--- src/rtl/hbkrd_pkg.sv ---
// ----------------------------------------------------------------------------
// hbkrd_pkg
// Shared types, constants and the usage-to-keycode table of the boot
// keyboard report decoder.
// ----------------------------------------------------------------------------
package hbkrd_pkg;

	localparam int KEY_SLOTS    = 6;
	localparam int MOD_BASE     = 224;
	localparam int MOD_COUNT    = 8;
	localparam int RESERVED_MAX = 3;

	// one sequencer step per modifier, then release and press per slot
	localparam int EVT_STEPS = MOD_COUNT + 2 * KEY_SLOTS;
	localparam int STEP_W    = $clog2(EVT_STEPS);
	localparam int CODE_N    = 2 * KEY_SLOTS;
	localparam int CODE_W    = $clog2(CODE_N);
	localparam int MOD_W     = $clog2(MOD_COUNT);

	typedef struct packed {
		logic       report_ok;
		logic [7:0] modifier_bits;
		logic [7:0] key_slot_0;
		logic [7:0] key_slot_1;
		logic [7:0] key_slot_2;
		logic [7:0] key_slot_3;
		logic [7:0] key_slot_4;
		logic [7:0] key_slot_5;
	} report_t;

	typedef struct packed {
		logic [7:0] key_code;
		logic [7:0] scan_code;
		logic       pressed;
		logic       unknown;
		logic       last;
	} key_evt_t;

	// classified report: codes are interleaved old/new per slot, fire marks
	// which of those steps produce an event
	typedef struct packed {
		logic [MOD_COUNT-1:0]         mods;
		logic [CODE_N-1:0][7:0]       codes;
		logic [CODE_N-1:0]            fire;
	} job_t;

	localparam logic [7:0] USAGE_ROM [256] = '{
		8'd0,   8'd0,   8'd0,   8'd0,   8'd30,  8'd48,  8'd46,  8'd32,
		8'd18,  8'd33,  8'd34,  8'd35,  8'd23,  8'd36,  8'd37,  8'd38,
		8'd50,  8'd49,  8'd24,  8'd25,  8'd16,  8'd19,  8'd31,  8'd20,
		8'd22,  8'd47,  8'd17,  8'd45,  8'd21,  8'd44,  8'd2,   8'd3,
		8'd4,   8'd5,   8'd6,   8'd7,   8'd8,   8'd9,   8'd10,  8'd11,
		8'd28,  8'd1,   8'd14,  8'd15,  8'd57,  8'd12,  8'd13,  8'd26,
		8'd27,  8'd43,  8'd43,  8'd39,  8'd40,  8'd41,  8'd51,  8'd52,
		8'd53,  8'd58,  8'd59,  8'd60,  8'd61,  8'd62,  8'd63,  8'd64,
		8'd65,  8'd66,  8'd67,  8'd68,  8'd87,  8'd88,  8'd99,  8'd70,
		8'd119, 8'd110, 8'd102, 8'd104, 8'd111, 8'd107, 8'd109, 8'd106,
		8'd105, 8'd108, 8'd103, 8'd69,  8'd98,  8'd55,  8'd74,  8'd78,
		8'd96,  8'd79,  8'd80,  8'd81,  8'd75,  8'd76,  8'd77,  8'd71,
		8'd72,  8'd73,  8'd82,  8'd83,  8'd86,  8'd127, 8'd116, 8'd117,
		8'd183, 8'd184, 8'd185, 8'd186, 8'd187, 8'd188, 8'd189, 8'd190,
		8'd191, 8'd192, 8'd193, 8'd194, 8'd134, 8'd138, 8'd130, 8'd132,
		8'd128, 8'd129, 8'd131, 8'd137, 8'd133, 8'd135, 8'd136, 8'd113,
		8'd115, 8'd114, 8'd0,   8'd0,   8'd0,   8'd121, 8'd0,   8'd89,
		8'd93,  8'd124, 8'd92,  8'd94,  8'd95,  8'd0,   8'd0,   8'd0,
		8'd122, 8'd123, 8'd90,  8'd91,  8'd85,  8'd0,   8'd0,   8'd0,
		8'd0,   8'd0,   8'd0,   8'd0,   8'd0,   8'd0,   8'd0,   8'd0,
		8'd0,   8'd0,   8'd0,   8'd0,   8'd0,   8'd0,   8'd0,   8'd0,
		8'd0,   8'd0,   8'd0,   8'd0,   8'd0,   8'd0,   8'd0,   8'd0,
		8'd0,   8'd0,   8'd0,   8'd0,   8'd0,   8'd0,   8'd0,   8'd0,
		8'd0,   8'd0,   8'd0,   8'd0,   8'd0,   8'd0,   8'd0,   8'd0,
		8'd0,   8'd0,   8'd0,   8'd0,   8'd0,   8'd0,   8'd0,   8'd0,
		8'd0,   8'd0,   8'd0,   8'd0,   8'd0,   8'd0,   8'd0,   8'd0,
		8'd0,   8'd0,   8'd0,   8'd0,   8'd0,   8'd0,   8'd0,   8'd0,
		8'd0,   8'd0,   8'd0,   8'd0,   8'd0,   8'd0,   8'd0,   8'd0,
		8'd29,  8'd42,  8'd56,  8'd125, 8'd97,  8'd54,  8'd100, 8'd126,
		8'd164, 8'd166, 8'd165, 8'd163, 8'd161, 8'd115, 8'd114, 8'd113,
		8'd150, 8'd158, 8'd159, 8'd128, 8'd136, 8'd177, 8'd178, 8'd176,
		8'd142, 8'd152, 8'd173, 8'd140, 8'd0,   8'd0,   8'd0,   8'd0
	};

endpackage

--- src/rtl/hbkrd_front.sv ---
// ----------------------------------------------------------------------------
// hbkrd_front
// Accepts reports, compares the new key slots against the held ones and
// hands a classified job to the queue. Owns the previous key state.
// ----------------------------------------------------------------------------
module hbkrd_front (
	input  logic               clk,
	input  logic               arst_n,
	input  logic               valid,
	output logic               stall,
	input  hbkrd_pkg::report_t rpt,
	input  logic               q_full,
	output logic               push,
	output hbkrd_pkg::job_t    push_job
);

	logic [hbkrd_pkg::KEY_SLOTS-1:0][7:0] prev_q;
	logic [hbkrd_pkg::KEY_SLOTS-1:0][7:0] fresh;
	logic [hbkrd_pkg::KEY_SLOTS-1:0]      rel_hit;
	logic [hbkrd_pkg::KEY_SLOTS-1:0]      prs_hit;
	logic                                 accept;

	assign fresh[0] = rpt.key_slot_0;
	assign fresh[1] = rpt.key_slot_1;
	assign fresh[2] = rpt.key_slot_2;
	assign fresh[3] = rpt.key_slot_3;
	assign fresh[4] = rpt.key_slot_4;
	assign fresh[5] = rpt.key_slot_5;

	assign stall  = q_full;
	assign accept = valid && !stall;
	assign push   = accept && rpt.report_ok;

	// presence matrix: old code seen in new slots, new code seen in old slots
	always_comb begin
		for (int k = 0; k < hbkrd_pkg::KEY_SLOTS; k++) begin
			rel_hit[k] = 1'b0;
			prs_hit[k] = 1'b0;
			for (int m = 0; m < hbkrd_pkg::KEY_SLOTS; m++) begin
				rel_hit[k] = rel_hit[k] | (prev_q[k] == fresh[m]);
				prs_hit[k] = prs_hit[k] | (fresh[k] == prev_q[m]);
			end
		end
	end

	always_comb begin
		push_job.mods = rpt.modifier_bits;
		for (int k = 0; k < hbkrd_pkg::KEY_SLOTS; k++) begin
			push_job.codes[2*k]   = prev_q[k];
			push_job.codes[2*k+1] = fresh[k];
			push_job.fire[2*k]    = (prev_q[k] > 8'(hbkrd_pkg::RESERVED_MAX)) && !rel_hit[k];
			push_job.fire[2*k+1]  = (fresh[k] > 8'(hbkrd_pkg::RESERVED_MAX)) && !prs_hit[k];
		end
	end

	always_ff @(posedge clk or negedge arst_n) begin
		if (!arst_n) begin
			prev_q <= '0;
		end else if (push) begin
			prev_q <= fresh;
		end
	end

endmodule

--- src/rtl/hbkrd_queue.sv ---
// ----------------------------------------------------------------------------
// hbkrd_queue
// Two-entry job queue between the classifier and the event sequencer.
// ----------------------------------------------------------------------------
module hbkrd_queue (
	input  logic            clk,
	input  logic            arst_n,
	input  logic            push,
	input  hbkrd_pkg::job_t push_job,
	output logic            full,
	output logic            nonempty,
	input  logic            pop,
	output hbkrd_pkg::job_t head
);

	hbkrd_pkg::job_t mem_q [2];
	logic            wr_ptr_q;
	logic            rd_ptr_q;
	logic [1:0]      count_q;

	assign full     = (count_q == 2'd2);
	assign nonempty = (count_q != 2'd0);
	assign head     = mem_q[rd_ptr_q];

	always_ff @(posedge clk) begin
		if (push) begin
			mem_q[wr_ptr_q] <= push_job;
		end
	end

	always_ff @(posedge clk or negedge arst_n) begin
		if (!arst_n) begin
			wr_ptr_q <= 1'b0;
			rd_ptr_q <= 1'b0;
			count_q  <= 2'd0;
		end else begin
			if (push) begin
				wr_ptr_q <= !wr_ptr_q;
			end
			if (pop) begin
				rd_ptr_q <= !rd_ptr_q;
			end
			case ({push, pop})
				2'b10:   count_q <= count_q + 2'd1;
				2'b01:   count_q <= count_q - 2'd1;
				default: count_q <= count_q;
			endcase
		end
	end

`ifndef SYNTHESIS
	a_count_range: assert property (@(posedge clk) disable iff (!arst_n)
		count_q != 2'd3)
		else $error("queue count out of range");

	a_no_overflow: assert property (@(posedge clk) disable iff (!arst_n)
		full |-> !push)
		else $error("push into full queue");

	a_no_underflow: assert property (@(posedge clk) disable iff (!arst_n)
		!nonempty |-> !pop)
		else $error("pop from empty queue");
`endif

endmodule

--- src/rtl/hbkrd_back.sv ---
// ----------------------------------------------------------------------------
// hbkrd_back
// Event sequencer: steps a job once a cycle unless stalled, translates each
// firing step through the keycode table and holds it in the output register.
// ----------------------------------------------------------------------------
module hbkrd_back (
	input  logic                 clk,
	input  logic                 arst_n,
	input  logic                 q_nonempty,
	input  hbkrd_pkg::job_t      q_head,
	output logic                 pop,
	output logic                 valid,
	input  logic                 stall,
	output hbkrd_pkg::key_evt_t  evt
);

	localparam logic [hbkrd_pkg::STEP_W-1:0] LAST_STEP =
		hbkrd_pkg::STEP_W'(hbkrd_pkg::EVT_STEPS - 1);

	hbkrd_pkg::job_t                job_q;
	logic                           busy_q;
	logic [hbkrd_pkg::STEP_W-1:0]   step_q;
	logic                           evt_valid_q;
	hbkrd_pkg::key_evt_t            evt_q;

	logic [hbkrd_pkg::EVT_STEPS-1:0] fire_all;
	logic                            fire_cur;
	logic                            later_any;
	logic                            out_free;
	logic                            advance;
	logic                            emit;
	logic                            finish;
	logic                            is_mod;
	logic [hbkrd_pkg::STEP_W-1:0]    key_idx;
	logic [7:0]                      scan;
	logic                            down;
	hbkrd_pkg::key_evt_t             evt_d;

	assign fire_all = {job_q.fire, {hbkrd_pkg::MOD_COUNT{1'b1}}};
	assign fire_cur = fire_all[step_q];

	always_comb begin
		later_any = 1'b0;
		for (int i = 0; i < hbkrd_pkg::EVT_STEPS; i++) begin
			later_any = later_any | (fire_all[i] && (hbkrd_pkg::STEP_W'(i) > step_q));
		end
	end

	assign out_free = !evt_valid_q || !stall;
	assign advance  = busy_q && (!fire_cur || out_free);
	assign emit     = busy_q && fire_cur && out_free;
	assign finish   = advance && (step_q == LAST_STEP);
	assign pop      = q_nonempty && (!busy_q || finish);

	// steps below MOD_COUNT are modifiers, then old/new code per slot
	assign is_mod  = (step_q < hbkrd_pkg::STEP_W'(hbkrd_pkg::MOD_COUNT));
	assign key_idx = step_q - hbkrd_pkg::STEP_W'(hbkrd_pkg::MOD_COUNT);

	always_comb begin
		if (is_mod) begin
			scan = 8'(hbkrd_pkg::MOD_BASE) + {{(8-hbkrd_pkg::MOD_W){1'b0}},
				step_q[hbkrd_pkg::MOD_W-1:0]};
			down = job_q.mods[step_q[hbkrd_pkg::MOD_W-1:0]];
		end else begin
			scan = job_q.codes[key_idx[hbkrd_pkg::CODE_W-1:0]];
			down = key_idx[0];
		end
		evt_d.scan_code = scan;
		evt_d.key_code  = hbkrd_pkg::USAGE_ROM[scan];
		evt_d.unknown   = (hbkrd_pkg::USAGE_ROM[scan] == 8'd0);
		evt_d.pressed   = down;
		evt_d.last      = !later_any;
	end

	always_ff @(posedge clk or negedge arst_n) begin
		if (!arst_n) begin
			busy_q      <= 1'b0;
			step_q      <= '0;
			evt_valid_q <= 1'b0;
		end else begin
			if (pop) begin
				busy_q <= 1'b1;
				step_q <= '0;
			end else if (finish) begin
				busy_q <= 1'b0;
			end else if (advance) begin
				step_q <= step_q + hbkrd_pkg::STEP_W'(1);
			end
			if (emit) begin
				evt_valid_q <= 1'b1;
			end else if (!stall) begin
				evt_valid_q <= 1'b0;
			end
		end
	end

	always_ff @(posedge clk) begin
		if (pop) begin
			job_q <= q_head;
		end
		if (emit) begin
			evt_q <= evt_d;
		end
	end

	assign valid = evt_valid_q;
	assign evt   = evt_q;

`ifndef SYNTHESIS
	a_step_range: assert property (@(posedge clk) disable iff (!arst_n)
		busy_q |-> step_q <= LAST_STEP)
		else $error("sequencer step out of range");

	a_start_at_zero: assert property (@(posedge clk) disable iff (!arst_n)
		pop |=> busy_q && step_q == '0)
		else $error("job did not start at first step");

	a_mod_scan: assert property (@(posedge clk) disable iff (!arst_n)
		(emit && is_mod) |=> evt_q.scan_code[7:5] == 3'b111)
		else $error("modifier event with wrong scan code");
`endif

endmodule

--- src/rtl/hid_boot_keyboard_report_decoder.sv ---
// ----------------------------------------------------------------------------
// hid_boot_keyboard_report_decoder
// Turns boot keyboard reports into a stream of key press and release beats.
// ----------------------------------------------------------------------------
// A valid report is accepted while the queue is not full and classified at
// once against the six held key slots; the classified report waits in a
// two-entry queue. The event sequencer then walks its steps, emitting the
// eight modifier beats and then, slot by slot, a release and a press where
// they apply; the last beat of a report carries last. Its step counter
// paces valid reports; reports with report_ok low are accepted likewise and
// emit nothing. Up to two further reports are taken while the sequencer
// works, and a beat waiting on a stalled output holds the input side only
// once the queue is full.
// ----------------------------------------------------------------------------
module hid_boot_keyboard_report_decoder (
	input  logic                 clk,
	input  logic                 arst_n,
	input  logic                 rpt_valid,
	output logic                 rpt_stall,
	input  hbkrd_pkg::report_t   rpt,
	output logic                 evt_valid,
	input  logic                 evt_stall,
	output hbkrd_pkg::key_evt_t  evt
);

	logic            q_push;
	logic            q_full;
	logic            q_nonempty;
	logic            q_pop;
	hbkrd_pkg::job_t q_in;
	hbkrd_pkg::job_t q_head;

	hbkrd_front u_front (
		.clk      (clk),
		.arst_n   (arst_n),
		.valid    (rpt_valid),
		.stall    (rpt_stall),
		.rpt      (rpt),
		.q_full   (q_full),
		.push     (q_push),
		.push_job (q_in)
	);

	hbkrd_queue u_queue (
		.clk      (clk),
		.arst_n   (arst_n),
		.push     (q_push),
		.push_job (q_in),
		.full     (q_full),
		.nonempty (q_nonempty),
		.pop      (q_pop),
		.head     (q_head)
	);

	hbkrd_back u_back (
		.clk        (clk),
		.arst_n     (arst_n),
		.q_nonempty (q_nonempty),
		.q_head     (q_head),
		.pop        (q_pop),
		.valid      (evt_valid),
		.stall      (evt_stall),
		.evt        (evt)
	);

endmodule
--- config.mk ---
export PLATFORM = sky130hd
export DESIGN_NAME = hid_boot_keyboard_report_decoder
export DESIGN_NICKNAME = d
export VERILOG_FILES = /design/src/rtl/hbkrd_pkg.sv /design/src/rtl/hbkrd_front.sv /design/src/rtl/hbkrd_queue.sv /design/src/rtl/hbkrd_back.sv /design/src/rtl/hid_boot_keyboard_report_decoder.sv
export SDC_FILE = /design/constraint.sdc
export NUM_CORES = 1
export LEC_CHECK = 0
export BUFFER_PORTS_ARGS = -buffer_cell sky130_fd_sc_hd__buf_2
export CAP_MARGIN = 20
export CORE_MARGIN = 4
export CORE_UTILIZATION = 25
export DETAILED_ROUTE_END_ITERATION = 12
export HOLD_SLACK_MARGIN = 0.1
export SKIP_CTS_REPAIR_TIMING = 1
export SLEW_MARGIN = 15
export SYNTH_ARGS = -nofsm -noshare
export SYNTH_HDL_FRONTEND = slang
export SYNTH_SLANG_ARGS = --single-unit
--- constraint.sdc ---
create_clock -name clk -period 9.75 [get_ports clk]
set_input_delay 1.4625 -clock clk [delete_from_list [all_inputs] [get_ports clk]]
set_output_delay 1.4625 -clock clk [all_outputs]
set_load 0.01 [all_outputs]
Yosys cells after proc, flatten, opt, wreduce, memory -nomap -nowiden
Memories as Yosys holds them, arrays and structs flattened. A register that Yosys moved wholly into a read port is not among the register bits.
Index checks and enable logic that the tools add are counted.
{"block": "classes", "addsub": 5, "n_lt_le_gt_ge": 37, "eq_ne": 78, "muxes": 20, "n_bitwise": 80, "reduce_logical": 60}
{"cell": "8-bit == test", "n": 72}
{"cell": "8-bit by 2-bit greater-than comparator with 1-bit output, second input constant", "n": 12}
{"cell": "1-bit OR", "n": 79}
{"cell": "4-bit by 5-bit greater-than comparator with 1-bit output, first input constant", "n": 8}
{"cell": "8-bit binary-select mux with 4-bit select", "n": 1}
{"cell": "8-bit 2-to-1 mux", "n": 4}
{"cell": "1-bit logical AND", "n": 31}
{"cell": "3-bit by 5-bit greater-than comparator with 1-bit output, first input constant", "n": 4}
{"cell": "5-bit greater-than comparator, first input constant", "n": 4}
{"cell": "1-bit zero test", "n": 20}
{"cell": "5-bit 2-to-1 mux", "n": 3}
{"cell": "1-bit by 5-bit greater-than comparator with 1-bit output, first input constant", "n": 2}
{"cell": "2-bit by 5-bit greater-than comparator with 1-bit output, first input constant", "n": 2}
{"cell": "9-bit >= comparator, second input constant", "n": 1}
{"cell": "1-bit 2-to-1 mux", "n": 9}
{"cell": "8-bit inverter with 9-bit output", "n": 1}
{"cell": "8-bit zero test", "n": 1}
{"cell": "2-bit nonzero test", "n": 4}
{"cell": "6-bit by 4-bit adder with 7-bit output, first input constant", "n": 1}
{"cell": "5-bit by 6-bit less-than comparator with 1-bit output, second input constant", "n": 1}
{"cell": "5-bit by 1-bit adder with 5-bit output, second input constant", "n": 1}
{"cell": "1-bit binary-select mux with 5-bit select", "n": 1}
{"cell": "5-bit == test, second input constant", "n": 1}
{"cell": "4-bit by 5-bit less-than comparator with 1-bit output, second input constant", "n": 1}
{"cell": "13 further kinds", "n": 16}
{"block": "totals", "register_bits": 78, "mem_bits_rw": 232, "mem_bits_ro": 2048, "output_inout_bits": 21, "word_cells": 299, "memories": 2}
{"name": "(name not given)", "depth": 256, "width": 8, "read_ports": 1, "rd_clocked_by_memory_dff": 0, "wr": 0, "line_no": "hbkrd_back.sv:69", "rtl": "evt_d.key_code = hbkrd_pkg::USAGE_ROM[scan];"}
{"name": "u_queue.mem_q", "depth": 2, "width": 116, "read_ports": 1, "rd_clocked_by_memory_dff": 1, "wr": 1, "line_no": "hbkrd_queue.sv:16", "rtl": "hbkrd_pkg::job_t mem_q [2];"}

Logic depth before layout (Yosys ltp)
{"block": "logic_depth", "depth_word": 21, "ltp_mapped": 21}

Hierarchy
Synthesis repeated with hierarchy kept, for this count alone.
{"block": "unflattened", "cells_unflattened": 1805, "area_unflattened_um2": 22410.2}
{"mod": "hbkrd_queue", "n_inst": 1, "cells_each": 377, "area_each_um2": 8668.3, "seq_area_each_um2": 7066.8}
{"mod": "hbkrd_back", "n_inst": 1, "cells_each": 607, "area_each_um2": 7573.5, "seq_area_each_um2": 4229.1}
{"mod": "hbkrd_front", "n_inst": 1, "cells_each": 821, "area_each_um2": 6168.4, "seq_area_each_um2": 1201.2}

Least setup slack after synthesis
No wires, ideal clock.
{"block": "synth_timing", "path_kind": "register -> register", "startpoint": "reg u_back.step_q[0] (netlist name)", "endpoint": "reg u_queue.count_q[1]", "setup_ps": 79, "arrival_ps": 8184, "required_time_ps": 9671, "slack_ps": 1487, "stages_incl_launch_ff": 14, "path_buffers": 4, "path_cell_list": "dfrtp_1 > buf_6 > buf_12 > buf_6 > buf_4 > mux4_2 > a21oi_1 > a31oi_1 > nand2_1 > o21ai_0 > nor2_1 > ha_1 > nor2_1 > xor2_1"}
{"block": "synth_via", "elab_chain_len": 10}
{"item": "start, declared", "line_no": "hbkrd_back.sv:22", "rtl": "logic [hbkrd_pkg::STEP_W-1:0] step_q;"}
{"item": "start signal, assigned", "line_no": "hbkrd_back.sv:87", "rtl": "step_q <= step_q + hbkrd_pkg::STEP_W'(1);"}
{"item": "1-bit binary-select mux with 5-bit select", "line_no": "hbkrd_back.sv:40", "rtl": "assign fire_cur = fire_all[step_q];"}
{"item": "1-bit 2-to-1 mux (implied by the code)", "line_no": "hbkrd_back.sv:40"}
{"item": "1-bit zero test", "line_no": "hbkrd_back.sv:50", "rtl": "assign advance = busy_q && (!fire_cur || out_free);"}
{"item": "1-bit logical OR", "line_no": "hbkrd_back.sv:50"}
{"item": "1-bit logical AND", "line_no": "hbkrd_back.sv:50"}
{"item": "1-bit logical AND *", "line_no": "hbkrd_back.sv:52", "rtl": "assign finish = advance && (step_q == LAST_STEP);"}
{"item": "1-bit logical OR *", "line_no": "hbkrd_back.sv:53", "rtl": "assign pop = q_nonempty && (!busy_q || finish);"}
{"item": "1-bit logical AND *", "line_no": "hbkrd_back.sv:53"}
{"item": "via q_pop", "line_no": "hid_boot_keyboard_report_decoder.sv:29", "rtl": "logic q_pop;"}
{"item": "2-bit by 1-bit == test with 1-bit output / 2-bit == test (equally long branches)", "line_no": "hbkrd_queue.sv:43", "rtl": "case ({push, pop})"}
{"item": "2-bit one-hot mux with 2 select lines / 2-bit nonzero test (equally long branches)"}
{"item": "end signal, assigned", "line_no": "hbkrd_queue.sv:44", "rtl": "2'b10: count_q <= count_q + 2'd1;"}
{"item": "end signal, assigned", "line_no": "hbkrd_queue.sv:45", "rtl": "2'b01: count_q <= count_q - 2'd1;"}
{"item": "end signal, assigned", "line_no": "hbkrd_queue.sv:46", "rtl": "default: count_q <= count_q;"}
{"item": "end, declared", "line_no": "hbkrd_queue.sv:19", "rtl": "logic [1:0] count_q;"}
The timed path passes the listed nets; every way through them passes the cells marked *. The select of a mux whose other input is x is not followed.
A chain may end at the register's enable or synchronous reset.

==> flow_summary.json <==
{
  "overflow": 0,
  "synth_edf_count": 367,
  "grt_usage": 0.1408,
  "rows": 107,
  "setup_tns_ps": 0,
  "h-tree-depth": 2,
  "crit_required_ps": 10150,
  "skew_ps": 26.06,
  "critPathMaxStageDelay_ps": 850,
  "grt_pass1_vias": 14070,
  "globalRouteMet2Util": 0.2426,
  "hold_start": "u_queue.count_q[1]$_DFFE_PN0P_",
  "post_drt_wl_per_cell_um": 23.16,
  "worstReg2RegStart": "u_back.step_q[0]$_DFFE_PN0P_",
  "min_to": "u_queue.count_q[1]$_DFFE_PN0P_",
  "grt_max_degree": 77,
  "cts-buffers-inserted": 45,
  "via_count": 13850,
  "timing.fmax_mhz": 182.7,
  "final-max-slew-violation-count": 0,
  "hpwl_um": 45390,
  "grt_pass1_wl_um": 96460,
  "rsz0062_at_grt": "no",
  "max_slew_margin": 0.2820,
  "setup_viol": 0,
  "wirelength_um": 65700,
  "cp_max_fo": 31,
  "ys_async_sr_fraction": 0.1385,
  "path_buf_inv": 5,
  "ys_seq_elements": 426,
  "hold_viol_final": 0,
  "critical_path_depth": 15,
  "ctsLongestPathBuffers": 3,
  "yosysWarningCount": 0,
  "hold_path.class": "reg -> reg",
  "synth_nets": 1748,
  "cts_tree": "yes",
  "worstSetupStartpointType": "flip-flop",
  "via_per_inst": 4.881,
  "layout-drive-gt1-share": 0.2271,
  "firstDrtPassIters": 5,
  "worstMarginPinSlew_ps": 1077,
  "crit_arrival_ps": 5870,
  "hold_path_depth": 1,
  "met3_usage": 0.02047,
  "power.total_mw": 8.457,
  "io_pins": 82,
  "crit_type": "reg -> reg",
  "end_kind": "flip-flop",
  "coreArea_um2": 85680,
  "drc": 0,
  "p_leak_nw": 8.374,
  "antenna_found_initial": 8,
  "clockRootBuffer": "clkbuf_16",
  "syn_area_um2": 21730,
  "syn_inst": 1664,
  "start_util": 0.2536,
  "clock_latency_ps": 590,
  "grt.busiest_layer": "met2",
  "gp_congestion": 0.9135,
  "cp_cell_sequence": "buf_4 -> mux4_2 -> nor2_1 -> o31ai_4 -> buf_4 -> inv_1 -> ha_1 -> inv_1 -> ha_1 -> inv_1 -> o21ai_1 -> a32o_1 -> o41a_1 -> or4b_1 -> nor4_2",
  "p_per_area_nw_per_um2": 345.6,
  "rrSetupSlack_ps": 4280,
  "period_needed_ps": 5473,
  "drtIter0Drc": 1091,
  "port_buffers": 81,
  "finalCritPeriodShare": 0.5613,
  "cap_violations": 0,
  "synthFlopType": "edfxtp_1",
  "met1_usage": 0.1847,
  "ant_nets": 0,
  "regToRegEndpoint": "u_back.evt[1]$_DFFE_PP_",
  "synth_top_area_frac": 0.5071,
  "crit_family": "buffers and inverters",
  "ir_drop_v": 0.0002112,
  "ys_seq_area_frac": 0.5750,
  "synthToLayoutAreaGrowth_pct": 12.61,
  "reg2reg_depth": 15,
  "chipWidth_um": 302.8,
  "status": "finished, final reports clean",
  "slowest_stage": "dfrtp_2",
  "clock_sinks": 426,
  "yosys-top-cells-area": "edfxtp_1, xor2_1, mux2_2",
  "layout.nets": 1738,
  "cts.clk_slew.worst_paths_ps": 60,
  "syn_area_per_cell_um2": 13.06,
  "synth_top_area_cell": "edfxtp_1",
  "worst_path_most_repeated_cell": "inv_1",
  "ys_types": 84,
  "die_area_um2": 91710,
  "die_h_um": 302.8
}
## cell type report
cell class / instances / area, µm²
multi-input combinational: 1065 / 8518
clock inverter: 24 / 205.2
inverter: 19 / 73.82
antenna: 2 / 5.005
clock buffer: 60 / 1212
tap: 1144 / 1431
fill: 8709 / 61210
timing repair buffer: 97 / 525.5
sequential: 426 / 12500
## power breakdown
group	switching (mW)	internal, mW	total, mW
Combinational	2.34	1.40	3.74
Clock	0.722	0.915	1.64
Sequential	0.608	2.48	3.09
## state kept, by name (all words and copies together), names as in the netlist
name,flops
u_front.push_job,48
u_back.valid,1
u_back.fire_all,12
u_back.evt,19
u_back.step_q,5
u_queue.wr_ptr_q,1
u_queue.rd_ptr_q,1
u_back.job_q,104
u_queue.count_q,2
u_queue.mem_q,232
u_back.busy_q,1
## cell usage in the layout, fill, tap and decap left out, types with 9 or more instances in the layout
| cell type | instances |
|---|---|
| dfrtp_1 | 57 |
| clkbuf_1 | 12 |
| buf_2 | 81 |
| nor3_1 | 13 |
| a31oi_1 | 12 |
| o21ai_0 | 37 |
| edfxtp_1 | 367 |
| nand2_1 | 103 |
| mux4_2 | 14 |
| ha_1 | 23 |
| nor4_1 | 80 |
| nand3_1 | 23 |
| a21oi_1 | 33 |
| xor2_1 | 274 |
| inv_1 | 12 |
| nor2_1 | 70 |
| mux2i_1 | 27 |
| a221oi_1 | 13 |
| clkinv_1 | 9 |
| mux2_2 | 172 |
| nand4_1 | 15 |
| clkbuf_16 | 45 |
| xnor2_1 | 23 |
| buf_4 | 16 |
## cell usage after synthesis (12+ instances only)
cell type  number
nor4_1         80
edfxtp_1      367
mux2_2        172
a31oi_1        12
nand3_1        23
nor2_1         72
a21oi_1        34
buf_2          14
a221oi_1       13
nor3_1         13
xor2_1        274
clkbuf_1       96
o21ai_0        37
inv_1          12
nand2_1       103
mux4_2         14
nand4_1        15
buf_1          34
mux2i_1        27
xnor2_1        23
dfrtp_1        59
ha_1           23
## through the flow
step | hold WS (ps) | utilization | worst slack (ps) | cell area [µm²] | cells
6_report | 497.4 | 0.2856 | 4277 | 24470 | 2837
3_3_place_gp | 484.5 | 0.2689 | 4345 | 23040 | 2751
5_1_grt | 520.9 | 0.2856 | 3916 | 24470 | 2835
3_5_place_dp | 492.3 | 0.2689 | 4277 | 23040 | 2751
2_1_floorplan | 440.2 | - | 1487 | 21730 | 1664
4_1_cts | 504.2 | 0.2855 | 4250 | 24460 | 2835
## how the worst max path moves through the flow
stage                            startpoint                             end  slack (ps)
6_report       u_back.step_q[0]$_DFFE_PN0P_         u_back.evt[1]$_DFFE_PP_        4280
5_1_grt        u_back.step_q[0]$_DFFE_PN0P_         u_back.evt[1]$_DFFE_PP_        3920
4_1_cts        u_back.step_q[0]$_DFFE_PN0P_         u_back.evt[1]$_DFFE_PP_        4250
3_5_place_dp   u_back.step_q[0]$_DFFE_PN0P_         u_back.evt[1]$_DFFE_PP_        4280
3_3_place_gp   u_back.step_q[0]$_DFFE_PN0P_         u_back.evt[1]$_DFFE_PP_        4340
2_1_floorplan  u_back.step_q[0]$_DFFE_PN0P_  u_queue.count_q[1]$_DFFE_PN0P_        1490
## logic make-up (layout without fill, tap and decap cells)
family                   count (synthesis)  count (layout)  synth area share
AO/OA/AOI/OAI                          184             184           0.06091
XOR/XNOR                               297             297            0.1197
adder cells (fa/ha/maj)                 23              23           0.01324
buffers and inverters                  173             200           0.03431
flip-flops                             426             426            0.5750
multiplexers                           214             214            0.1168
other                                    0               2                 0
AND/OR/NAND/NOR                        347             347           0.08003
## layer usage
metal	wire [µm]	share of wire	vias up
met5	34	0.00052	-
met3	4048	0.062	124
met1	27530	0.42	7101
li1	-	-	6124
met2	32250	0.49	494
met4	1841	0.028	4
No activity file was read; power rests on OpenSTA's default activity.
